[src/sv/twoid_pkg.sv]
// Package for the two-wire optical ID slave.
// Holds the link codes, line levels, status words and the shared types.
// No dependencies.
package twoid_pkg;

  // Widths of the items and the state.
  localparam int WORD_BITS  = 23;
  localparam int CMD_BITS   = 8;
  localparam int COUNT_W    = 5;

  // Byte that resets the link.
  localparam logic [7:0] LINK_RESET_BYTE = 8'h42;

  // Read-back levels of the data line.
  localparam logic [7:0] LINE_HIGH = 8'hFF;
  localparam logic [7:0] LINE_LOW  = 8'hFB;

  // Status words.
  localparam logic [WORD_BITS-1:0] STATUS_POWER_ON = 23'h60FFF8;
  localparam logic [WORD_BITS-1:0] STATUS_CMD_SCAN = 23'h53FFFB;
  localparam logic [WORD_BITS-1:0] STATUS_CMD_STOP = 23'h60FFF7;

  // Command codes.
  localparam logic [CMD_BITS-1:0] CMD_SCAN  = 8'h24;
  localparam logic [CMD_BITS-1:0] CMD_HIGH  = 8'hA3;
  localparam logic [CMD_BITS-1:0] CMD_LOW   = 8'h30;
  localparam logic [CMD_BITS-1:0] CMD_STOP  = 8'h56;

  // Link phases. Codes above the last member are never entered.
  typedef enum logic [2:0] {
    PH_WAIT_EDGE = 3'd0,
    PH_WAIT_LOW  = 3'd1,
    PH_RW_BIT    = 3'd2,
    PH_RX_CMD    = 3'd3,
    PH_TX_WORD   = 3'd4
  } phase_t;

  // One written word as it travels from the input register to the core.
  typedef struct packed {
    logic [7:0] wire_byte;
    logic       tag_present;
  } item_t;

endpackage

[src/sv/twoid_in_reg.sv]
// Input register of the two-wire optical ID slave.
// Takes one word per cycle from the input channel while the core takes its words, and hands it to the core.
// Depends on twoid_pkg.
module twoid_in_reg (
  input  logic               clk,
  input  logic               rst,
  input  logic               in_valid,
  output logic               in_ready,
  input  logic [7:0]         wire_byte,
  input  logic               tag_present,
  output logic               item_valid,
  input  logic               item_ready,
  output twoid_pkg::item_t   item
);

  // The register frees itself whenever the core takes its word.
  assign in_ready = !item_valid || item_ready;

  always_ff @(posedge clk) begin
    if (rst) begin
      item_valid <= 1'b0;
    end else if (in_valid && in_ready) begin
      item_valid <= 1'b1;
    end else if (item_ready) begin
      item_valid <= 1'b0;
    end
  end

  // Payload needs no reset.
  always_ff @(posedge clk) begin
    if (in_valid && in_ready) begin
      item.wire_byte   <= wire_byte;
      item.tag_present <= tag_present;
    end
  end

endmodule

[src/sv/twoid_core.sv]
// Link state machine and result register of the two-wire optical ID slave.
// One registered word is processed per cycle while out_ready holds;
// the line level goes to read_byte. Depends on twoid_pkg.
module twoid_core (
  input  logic                                clk,
  input  logic                                rst,
  input  logic [twoid_pkg::WORD_BITS-1:0]     reader_index,
  input  logic                                item_valid,
  output logic                                item_ready,
  input  twoid_pkg::item_t                    item,
  output logic                                out_valid,
  input  logic                                out_ready,
  output logic [7:0]                          read_byte
);

  twoid_pkg::phase_t                        phase, phase_next;
  logic                                     last_clock;
  logic [twoid_pkg::COUNT_W-1:0]            bit_count, bit_count_next;
  logic [twoid_pkg::CMD_BITS-1:0]           command_shift, command_shift_next;
  logic [twoid_pkg::WORD_BITS-1:0]          status_word, status_word_next;
  logic [twoid_pkg::WORD_BITS-1:0]          reply_word, reply_word_next;
  logic                                     power_on_pending, power_on_pending_next;
  logic [7:0]                               line_byte, line_byte_next;

  logic                                     link_reset;
  logic                                     wire_clk, wire_data, rise, low_hold;
  twoid_pkg::phase_t                        phase_cur;
  logic [twoid_pkg::COUNT_W-1:0]            tx_index;
  logic [2:0]                               rx_index;
  logic                                     advance;

  // The core takes a word whenever the result register is free or drains.
  assign item_ready = !out_valid || out_ready;
  assign advance    = item_valid && item_ready;

  assign link_reset = (item.wire_byte == twoid_pkg::LINK_RESET_BYTE);
  assign wire_clk   = item.wire_byte[0];
  assign wire_data  = item.wire_byte[1];
  assign rise       = !last_clock && wire_clk;
  assign low_hold   = !last_clock && !wire_clk;
  assign phase_cur  = link_reset ? twoid_pkg::PH_WAIT_EDGE : phase;

  // Bit positions, MSB first.
  assign tx_index = twoid_pkg::COUNT_W'(twoid_pkg::WORD_BITS - 1) - bit_count;
  assign rx_index = 3'(twoid_pkg::CMD_BITS - 1) - bit_count[2:0];

  // Next state and line level for the word in the input register.
  always_comb begin
    phase_next            = phase_cur;
    bit_count_next        = bit_count;
    command_shift_next    = command_shift;
    status_word_next      = status_word;
    reply_word_next       = reply_word;
    power_on_pending_next = link_reset ? 1'b1 : power_on_pending;
    line_byte_next        = link_reset ? twoid_pkg::LINE_HIGH : line_byte;

    case (phase_cur)
      twoid_pkg::PH_WAIT_EDGE: begin
        if (rise) begin
          phase_next = twoid_pkg::PH_WAIT_LOW;
        end
        line_byte_next = twoid_pkg::LINE_LOW;
      end
      twoid_pkg::PH_WAIT_LOW: begin
        if (item.tag_present) begin
          line_byte_next = twoid_pkg::LINE_LOW;
        end
        if (!wire_data) begin
          phase_next = twoid_pkg::PH_RW_BIT;
        end
      end
      twoid_pkg::PH_RW_BIT: begin
        if (rise) begin
          bit_count_next = '0;
          if (wire_data) begin
            phase_next         = twoid_pkg::PH_RX_CMD;
            command_shift_next = '0;
          end else begin
            phase_next = twoid_pkg::PH_TX_WORD;
            if (power_on_pending_next) begin
              status_word_next      = twoid_pkg::STATUS_POWER_ON;
              power_on_pending_next = 1'b0;
            end
            reply_word_next = item.tag_present ? reader_index : status_word_next;
          end
        end
      end
      twoid_pkg::PH_RX_CMD: begin
        if (rise && (bit_count < twoid_pkg::COUNT_W'(twoid_pkg::CMD_BITS))) begin
          if (wire_data) begin
            command_shift_next[rx_index] = 1'b1;
          end
          bit_count_next = bit_count + 1'b1;
        end else if (low_hold &&
                     (bit_count == twoid_pkg::COUNT_W'(twoid_pkg::CMD_BITS))) begin
          phase_next = twoid_pkg::PH_WAIT_LOW;
          case (command_shift)
            twoid_pkg::CMD_SCAN: begin
              line_byte_next   = twoid_pkg::LINE_HIGH;
              status_word_next = twoid_pkg::STATUS_CMD_SCAN;
            end
            twoid_pkg::CMD_HIGH: line_byte_next = twoid_pkg::LINE_HIGH;
            twoid_pkg::CMD_LOW:  line_byte_next = twoid_pkg::LINE_LOW;
            twoid_pkg::CMD_STOP: begin
              line_byte_next   = twoid_pkg::LINE_LOW;
              status_word_next = twoid_pkg::STATUS_CMD_STOP;
            end
            default: line_byte_next = twoid_pkg::LINE_HIGH;
          endcase
        end
      end
      twoid_pkg::PH_TX_WORD: begin
        if (rise && (bit_count < twoid_pkg::COUNT_W'(twoid_pkg::WORD_BITS))) begin
          line_byte_next = reply_word[tx_index] ? twoid_pkg::LINE_HIGH
                                                : twoid_pkg::LINE_LOW;
          bit_count_next = bit_count + 1'b1;
        end else if (low_hold &&
                     (bit_count == twoid_pkg::COUNT_W'(twoid_pkg::WORD_BITS))) begin
          line_byte_next = twoid_pkg::LINE_HIGH;
          phase_next     = twoid_pkg::PH_WAIT_LOW;
        end
      end
      default: begin
        // Unreachable phase codes hold everything but the clock history.
      end
    endcase
  end

  // Link state register.
  always_ff @(posedge clk) begin
    if (rst) begin
      phase            <= twoid_pkg::PH_WAIT_EDGE;
      last_clock       <= 1'b0;
      bit_count        <= '0;
      command_shift    <= '0;
      status_word      <= '0;
      reply_word       <= '0;
      power_on_pending <= 1'b1;
      line_byte        <= twoid_pkg::LINE_HIGH;
    end else if (advance) begin
      phase            <= phase_next;
      last_clock       <= wire_clk;
      bit_count        <= bit_count_next;
      command_shift    <= command_shift_next;
      status_word      <= status_word_next;
      reply_word       <= reply_word_next;
      power_on_pending <= power_on_pending_next;
      line_byte        <= line_byte_next;
    end
  end

  // Result register.
  always_ff @(posedge clk) begin
    if (rst) begin
      out_valid <= 1'b0;
    end else if (advance) begin
      out_valid <= 1'b1;
    end else if (out_ready) begin
      out_valid <= 1'b0;
    end
  end

  always_ff @(posedge clk) begin
    if (advance) begin
      read_byte <= line_byte_next;
    end
  end

endmodule

[src/sv/two_wire_optical_id_slave_top.sv]
// A word accepted into the input register is processed by the core, and its line level
// is registered in the result register as the read_byte word.
// Throughput: one word per cycle while out_ready holds; the two registers sit in series.
// The configuration write takes effect at the edge it is presented.
// Reset (rst, synchronous) empties both registers, clears the link to the
// wait-for-edge phase with a power-on report pending, line high, index zero.
module two_wire_optical_id_slave_top (
  input  logic                                clk,
  input  logic                                rst,
  input  logic                                cfg_wr_en,
  input  logic [twoid_pkg::WORD_BITS-1:0]     cfg_wr_data,
  input  logic                                in_valid,
  output logic                                in_ready,
  input  logic [7:0]                          wire_byte,
  input  logic                                tag_present,
  output logic                                out_valid,
  input  logic                                out_ready,
  output logic [7:0]                          read_byte
);

  logic [twoid_pkg::WORD_BITS-1:0] reader_index;
  logic                            item_valid;
  logic                            item_ready;
  twoid_pkg::item_t                item;

  // Reader index register.
  always_ff @(posedge clk) begin
    if (rst) begin
      reader_index <= '0;
    end else if (cfg_wr_en) begin
      reader_index <= cfg_wr_data;
    end
  end

  twoid_in_reg u_in_reg (
    .clk         (clk),
    .rst         (rst),
    .in_valid    (in_valid),
    .in_ready    (in_ready),
    .wire_byte   (wire_byte),
    .tag_present (tag_present),
    .item_valid  (item_valid),
    .item_ready  (item_ready),
    .item        (item)
  );

  twoid_core u_core (
    .clk          (clk),
    .rst          (rst),
    .reader_index (reader_index),
    .item_valid   (item_valid),
    .item_ready   (item_ready),
    .item         (item),
    .out_valid    (out_valid),
    .out_ready    (out_ready),
    .read_byte    (read_byte)
  );

endmodule

[config.mk]
export PLATFORM = sky130hd
export DESIGN_NAME = two_wire_optical_id_slave_top
export DESIGN_NICKNAME = d
export VERILOG_FILES = /design/src/sv/twoid_pkg.sv /design/src/sv/twoid_in_reg.sv /design/src/sv/twoid_core.sv /design/src/sv/two_wire_optical_id_slave_top.sv
export SDC_FILE = /design/constraint.sdc
export NUM_CORES = 1
export LEC_CHECK = 0
export BUFFER_PORTS_ARGS = -buffer_cell sky130_fd_sc_hd__clkbuf_2
export CORE_MARGIN = 3
export CORE_UTILIZATION = 40
export CTS_CLUSTER_DIAMETER = 50
export DETAILED_ROUTE_END_ITERATION = 16
export GPL_ROUTABILITY_DRIVEN = 0
export HOLD_SLACK_MARGIN = 0.05
export PLACE_DENSITY = 0.56
export SLEW_MARGIN = 25
export SYNTH_ARGS = -nofsm -noshare
export SYNTH_HDL_FRONTEND = slang
export SYNTH_SLANG_ARGS = --single-unit
[constraint.sdc]
create_clock -name clk -period 3.3 [get_ports clk]
set_clock_uncertainty 0.2 [all_clocks]
set_input_delay 0.33 -clock clk [delete_from_list [all_inputs] [get_ports clk]]
set_output_delay 0.33 -clock clk [all_outputs]
set_load 0.01 [all_outputs]
* After elaboration in Yosys (flattened, before gate mapping)
Cells that the tools add are included.
Cells by class: add/sub/neg operators 3, reduce and logical (&&, ||, !) cells 25, $lt $le $gt $ge 5, equal/unequal tests 19, muxes and demuxes 48, bitwise logic cells 2
Operators with widths (number):
- $mux 23 | 6
- $pmux 23 s2 | 2
- $mux 8 | 10
- $mux 3 | 11
- $pmux 8 s4 | 1
- $eq 8x6->1 const B | 2
- $eq 8x7->1 const B | 2
- $pmux 8 s2 | 1
- $mux 5 | 3
- $pmux 3 s5 | 1
- $pmux 5 s3 | 1
- $mux 1 | 10
- $logic_and 1x1->1 | 9
- $ne 2x1->1 const B | 4
- $ne 2x2->1 const B | 4
- $or 8x8->8 | 1
- $reduce_and 7->1 | 1
- $eq 3x2->1 const B | 2
- $lt 5x6->1 const B | 1
- $reduce_and 6->1 | 1
- $reduce_bool 2->1 | 3
- $add 5x1->5 const B | 1
- $bmux 1 s5 | 1
- $eq 5x4->1 const B | 1
- other kinds (19) | 23
Word-level totals: output and inout port bits 10, input bits 37, word-level logic and storage cells 116, flip-flop bits (word level) 114

* Longest topological paths before layout
depth after elaboration 9, depth in mapped cells 11, depth with buffers taken out 8

* Cells and area by module
A second synthesis with hierarchy kept.
Second synthesis, totals: cells, all modules 507, area, all modules 4958.5 um^2
By module, submodules not included:
- twoid_core | times used 1, cells each 419, sequential area each 1701.6 um^2, area an instance 3797.4 um^2
- two_wire_optical_id_slave_top | times used 1, cells each 74, sequential area each 460.4 um^2, area an instance 835.8 um^2
- twoid_in_reg | times used 1, cells each 14, sequential area each 290.3 um^2, area an instance 325.3 um^2

* Least setup slack after synthesis
OpenSTA, ideal clock, no wires.
path type register to register, from register u_core.bit_count[0] in the netlist's numbering, to register u_core.read_byte[2], data pin, setup time 264 ps, clock period less this slack 2959 ps, required time 2836 ps, stages on the path, launching flop included 11, arrival time 2495 ps, path slack 341 ps, buffers on the path 3, cells stage by stage dfxtp_1 -> buf_2 -> buf_1 -> inv_1 -> ha_1 -> clkbuf_1 -> mux4_2 -> mux2i_1 -> o221ai_1 -> o21ai_0 -> a21oi_1
On the way: word-level cells in the longest chain between the ends 6, elaborated cells between the ends (all ways) 17, classes of those cells 1 x add/sub; 2 x order compare; 2 x eq/ne; 8 x mux; 4 x reduce/logical
RTL lines:
- from (decl) | line twoid_core.sv:18 | logic [twoid_pkg::COUNT_W-1:0] bit_count, bit_count_next;
- from (signal assigned) | line twoid_core.sv:143 | bit_count <= bit_count_next;
- $sub 5x5->5 | line twoid_core.sv:44 | assign tx_index = twoid_pkg::COUNT_W'(twoid_pkg::WORD_BITS - 1) - bit_count;
- $bmux 1 s5 | line twoid_core.sv:114 | line_byte_next = reply_word[tx_index] ? twoid_pkg::LINE_HIGH
- $mux 1 (implied by the code) | line twoid_core.sv:114
- $mux 3 | line twoid_core.sv:114
- $mux 8 | line twoid_core.sv:113 | if (rise && (bit_count < twoid_pkg::COUNT_W'(twoid_pkg::WORD_BITS))) begin
- $pmux 8 s4 (*) | line twoid_core.sv:57 | case (phase_cur)
- named net u_core.line_byte_next[2] | line twoid_core.sv:23 | logic [7:0] line_byte, line_byte_next;
- to (signal assigned) | line twoid_core.sv:165 | read_byte <= line_byte_next;
- to (decl) | line twoid_core.sv:13 | output logic [7:0] read_byte
Mark *: on every way through the listed nets, which the timed path passes. The rest lies on a longest branch. The select of a mux whose other input is x is not followed. A chain may end at the register's enable or synchronous reset.

* Worst setup path after layout
from register u_core.bit_count[1] in the netlist's numbering, to register u_core.read_byte[2], data pin
Same word-level chain as after synthesis.

==> insert_results.sql <==
INSERT INTO impl_metrics (metric_group, metric, value, unit) VALUES
('route', 'dr_total_vias', '3859', ''),
('clock_network', 'cts_htree_levels', '4', ''),
('synthesis', 'ys_seq_area_frac', '0.507', ''),
('sta', 'setup_tns', '0', 'ns'),
('place', 'number_of_buffers_added_on_ports', '46', ''),
('final_layout', 'diode_count', '0', ''),
('setup_path', 'reg2reg_depth', '7', ''),
('sta', 'setup_violations', '0', ''),
('sta', 'worst_slew_pin_slew', '0.949', 'ns'),
('synthesis', 'synth_edf_count', '17', ''),
('setup_path', 'worst_setup_path_startpoint', 'u_core.bit_count[1]', ''),
('die', 'placement_rows', '39', ''),
('sta', 'timing.slew.headroom', '0.368', ''),
('place', 'dpl_cell_area', '0.00514', 'mm2'),
('die', 'dieArea', '0.0135', 'mm2'),
('synthesis', 'ys_async_sr_fraction', '0', ''),
('grt', 'gr-usage-all-layers', '0.177', ''),
('flow_run', 'max_cap_violations', '0', ''),
('synthesis', 'ys.flop_type', 'dfxtp_1', ''),
('synthesis', 'synth_area_per_cell', '9.74', 'um2'),
('die', 'ios', '47', ''),
('pwr', 'vdd_drop_max', '0.000348', 'V'),
('clock_network', 'cts.root.buffer_cell', 'clkbuf_16', ''),
('sta', 'final_report_max_slew_violation_count', '0', ''),
('synthesis', 'yosys.cell_types.count', '64', ''),
('die', 'die_width', '116', 'um'),
('synthesis', 'postSynthRegisterBits', '114', ''),
('grt', 'grt_pass1_wl', '18.7', 'mm'),
('pwr', 'power_density', '564', 'mW/mm2'),
('setup_path', 'required', '3.24', 'ns'),
('setup_path', 'ff2ff_setup_slack', '0.66', 'ns'),
('setup_path', 'worst_setup_path_end_kind', 'register', ''),
('synthesis', 'syn_inst', '497', ''),
('clock_network', 'cts_setup_buffers', '0', ''),
('synthesis', 'net_count_synth', '537', ''),
('route', 'viasPerCell', '5.32', ''),
('final_layout', 'final_nets', '609', ''),
('clock_network', 'number_of_buffers_created_by_cts', '17', ''),
('clock_network', 'worst_setup_hold_path_clk_slew', '0.05', 'ns'),
('die', 'initial_cell_density_of_the_core', '0.417', ''),
('route', 'drc', '0', ''),
('grt', 'initial_antenna_violation_count', '0', ''),
('synthesis', 'yosysWarnings', '0', ''),
('route', 'detailroute.wirelength.met3', '387', 'um'),
('sta', 'hold_viol_final', '0', ''),
('hold_path', 'timing.hold.worst.class', 'reg2reg', ''),
('setup_path', 'critPathMaxFanout', '8', ''),
('die', 'design.core.area', '0.0116', 'mm2'),
('route', 'met2_length', '5.49', 'mm'),
('route', 'postRouteAntennaNets', '0', ''),
('final_layout', 'postLayoutCoreUtil', '0.523', ''),
('clock_network', 'clock_insertion_delay_worst_skew', '0.41', 'ns'),
('clock_network', 'cts_buffer_depth', '2', ''),
('route', 'dr.max_layer_used', 'met4', ''),
('route', 'detail_route.wirelength.met1', '5.22', 'mm'),
('pwr', 'leakagePower', '2.29', 'nW'),
('final_layout', 'layout.filler_cells', '1099', ''),
('run_status', 'outcome', 'finished clean', ''),
('die', 'floorplan.die.height', '116', 'um'),
('grt', 'grt_start_max_net_pins', '45', ''),
('setup_path', 'worstSetupPathType', 'reg2reg', ''),
('sta', 'clock.fmax', '0.379', 'GHz'),
('final_layout', 'share_of_cells_above_drive_strength_1', '0.180', ''),
('route', 'drt-pass1-iter-count', '4', ''),
('route', 'drt-wirelength-per-cell', '15.4', 'um'),
('setup_path', 'worst_flop_to_flop_path_startpoint', 'u_core.bit_count[1]', ''),
('setup_path', 'critPathArrivalTime', '2.58', 'ns'),
('sta', 'post-route-period-util', '0.800', ''),
('setup_path', 'startpoint_type', 'register', ''),
('final_layout', 'flow.area_growth_from_synthesis', '25.5', '%'),
('route', 'number_of_drc_markers_after_the_initial_detailed_route_iteration', '196', ''),
('route', 'drt-total-wl', '11.2', 'mm'),
('clock_network', 'clock_sink_count', '114', ''),
('sta', 'grt_setup_unrepaired', 'false', ''),
('sta', 'post-route-min-period', '2.64', 'ns'),
('final_layout', 'final_design_area_no_fill', '0.00607', 'mm2'),
('place', 'dp_hpwl', '7.31', 'mm'),
('grt', 'global_route.overflow_total', '0', ''),
('synthesis', 'summed_instance_area_of_the_synthesized_netlist', '0.00484', 'mm2'),
('setup_path', 'setup.worst_path.end', 'u_core.read_byte[2]', ''),
('grt', 'grt_pass1_vias', '3781', ''),
('setup_path', 'timing.rr.end', 'u_core.read_byte[2]', ''),
('clock_network', 'cts_tree', 'yes', '');
-- cell usage after synthesis, drive strengths merged (4+ instances only) --
library cell,n,area [um2]
nor2,69,262
a31oi,5,31.3
nor2b,7,51.3
nand2b,4,25.0
mux2i,27,270
a221oi,8,70.1
o21ai,11,55.1
clkbuf,14,52.6
nor3,16,80.1
inv,20,75.1
dfxtp,97,1940
edfxtp,17,510
o211ai,4,35.0
o221ai,17,149
buf,19,100
nand3,9,67.6
a21o,16,121
a211oi,4,40.0
a21oi,52,260
mux4,5,113
nand2,29,109
-- flip-flops by register name (all words and copies together) (netlist names), 3 cells and up --
signal                cells
reader_index             23
u_core.bit_count          5
u_core.command_shift      8
u_core.line_byte          8
u_core.phase              3
u_core.read_byte          8
u_core.reply_word        23
u_core.status_word       23
u_in_reg.item             9
-- what timing repair did --
| action | in CTS | in global routing |
|---|---|---|
| hold endpoints to repair | 34 | 0 |
| resized for setup | 0 | 0 |
| hold buffers | 34 | 0 |
-- kinds of logic (layout without fill, tap and decap cells) --
| family | after synthesis | after routing | synth area share |
|---|---|---|---|
| compound gates | 132 | 132 | 0.185 |
| xor+xnor | 5 | 5 | 0.00905 |
| fa+ha+maj | 3 | 3 | 0.00775 |
| buf+inv | 54 | 139 | 0.0478 |
| flops | 114 | 114 | 0.507 |
| mux | 32 | 32 | 0.0791 |
| simple gates | 157 | 157 | 0.164 |
-- worst min path at each step --
stage                           start                     end  slack, ns  cells past startpoint
3_3_place_gp    u_core.status_word[6]   u_core.status_word[6]       0.23                      2
3_5_place_dp    u_core.status_word[6]   u_core.status_word[6]       0.24                      2
5_1_grt           u_core.line_byte[1]     u_core.line_byte[1]       0.26                      1
2_1_floorplan  u_core.status_word[10]  u_core.status_word[10]       0.23                      2
4_1_cts         u_core.status_word[6]   u_core.status_word[6]       0.25                      2
6_report       u_core.status_word[12]  u_core.status_word[12]       0.25                      2
-- power by group --
group	total, W	internal (W)	switching (W)
registers	0.00147	0.00145	0.0000254
clock network	0.00178	0.00114	0.000639
logic	0.000169	0.0000828	0.0000864
total	0.00342	0.00267	0.000751
-- area by class of cell --
cell class                 instances  area [um2]  area share
timing repair buffer              86         616       0.101
inverter                          21        78.8      0.0130
clock inverter                    10        95.1      0.0157
clock buffer                      22         495      0.0816
sequential                       114        2450       0.404
multi-input combinational        329        2160       0.355
tap                              143         179      0.0295
-- per-stage QoR --
step	setup WS (ns)	total power [W]	std cells	hold slack (ns)
after floorplan	0.341	0.00159	497	0.225
after global placement	0.754	0.00164	659	0.233
after global routing	0.560	0.00355	725	0.261
after CTS	0.684	0.00346	725	0.248
final	0.661	0.00342	725	0.246
after detailed placement	0.699	0.00164	659	0.239
-- placed cells by master, fill, tap and decap left out, types with 3 or more instances in the layout --
| cell type | instances |
|---|---|
| dfxtp_1 | 97 |
| nor2_1 | 68 |
| a21oi_1 | 52 |
| clkbuf_2 | 46 |
| dlygate4sd3_1 | 34 |
| nand2_1 | 29 |
| mux2i_1 | 27 |
| inv_1 | 20 |
| clkbuf_16 | 18 |
| o221ai_1 | 17 |
| edfxtp_1 | 17 |
| nor3_1 | 16 |
| a21o_1 | 15 |
| o21ai_0 | 10 |
| a221oi_1 | 8 |
| nor2b_1 | 6 |
| nand3_1 | 6 |
| buf_4 | 6 |
| a31oi_1 | 5 |
| mux4_2 | 5 |
| nand2b_1 | 4 |
| nand4_1 | 3 |
| xnor2_1 | 3 |
| o211ai_1 | 3 |
| ha_1 | 3 |
| clkbuf_8 | 3 |
| clkinvlp_4 | 3 |
-- per-layer routing --
layer | track usage | vias to the layer above
met2 | 0.283 | 62
met1 | 0.237 | 1854
met4 | 0.0588 | 0
met5 | 0 | -
li1 | - | 1935
met3 | 0.0397 | 8
-- critical path: stages (launching register included) --
cell and delay [ns]:
dfxtp_1 0.43, inv_1 0.11, ha_1 0.51, mux4_2 0.55, mux2i_1 0.15, o221ai_1 0.15, o21ai_0 0.18, a21oi_1 0.10
No activity file was read; power rests on OpenSTA's default activity.
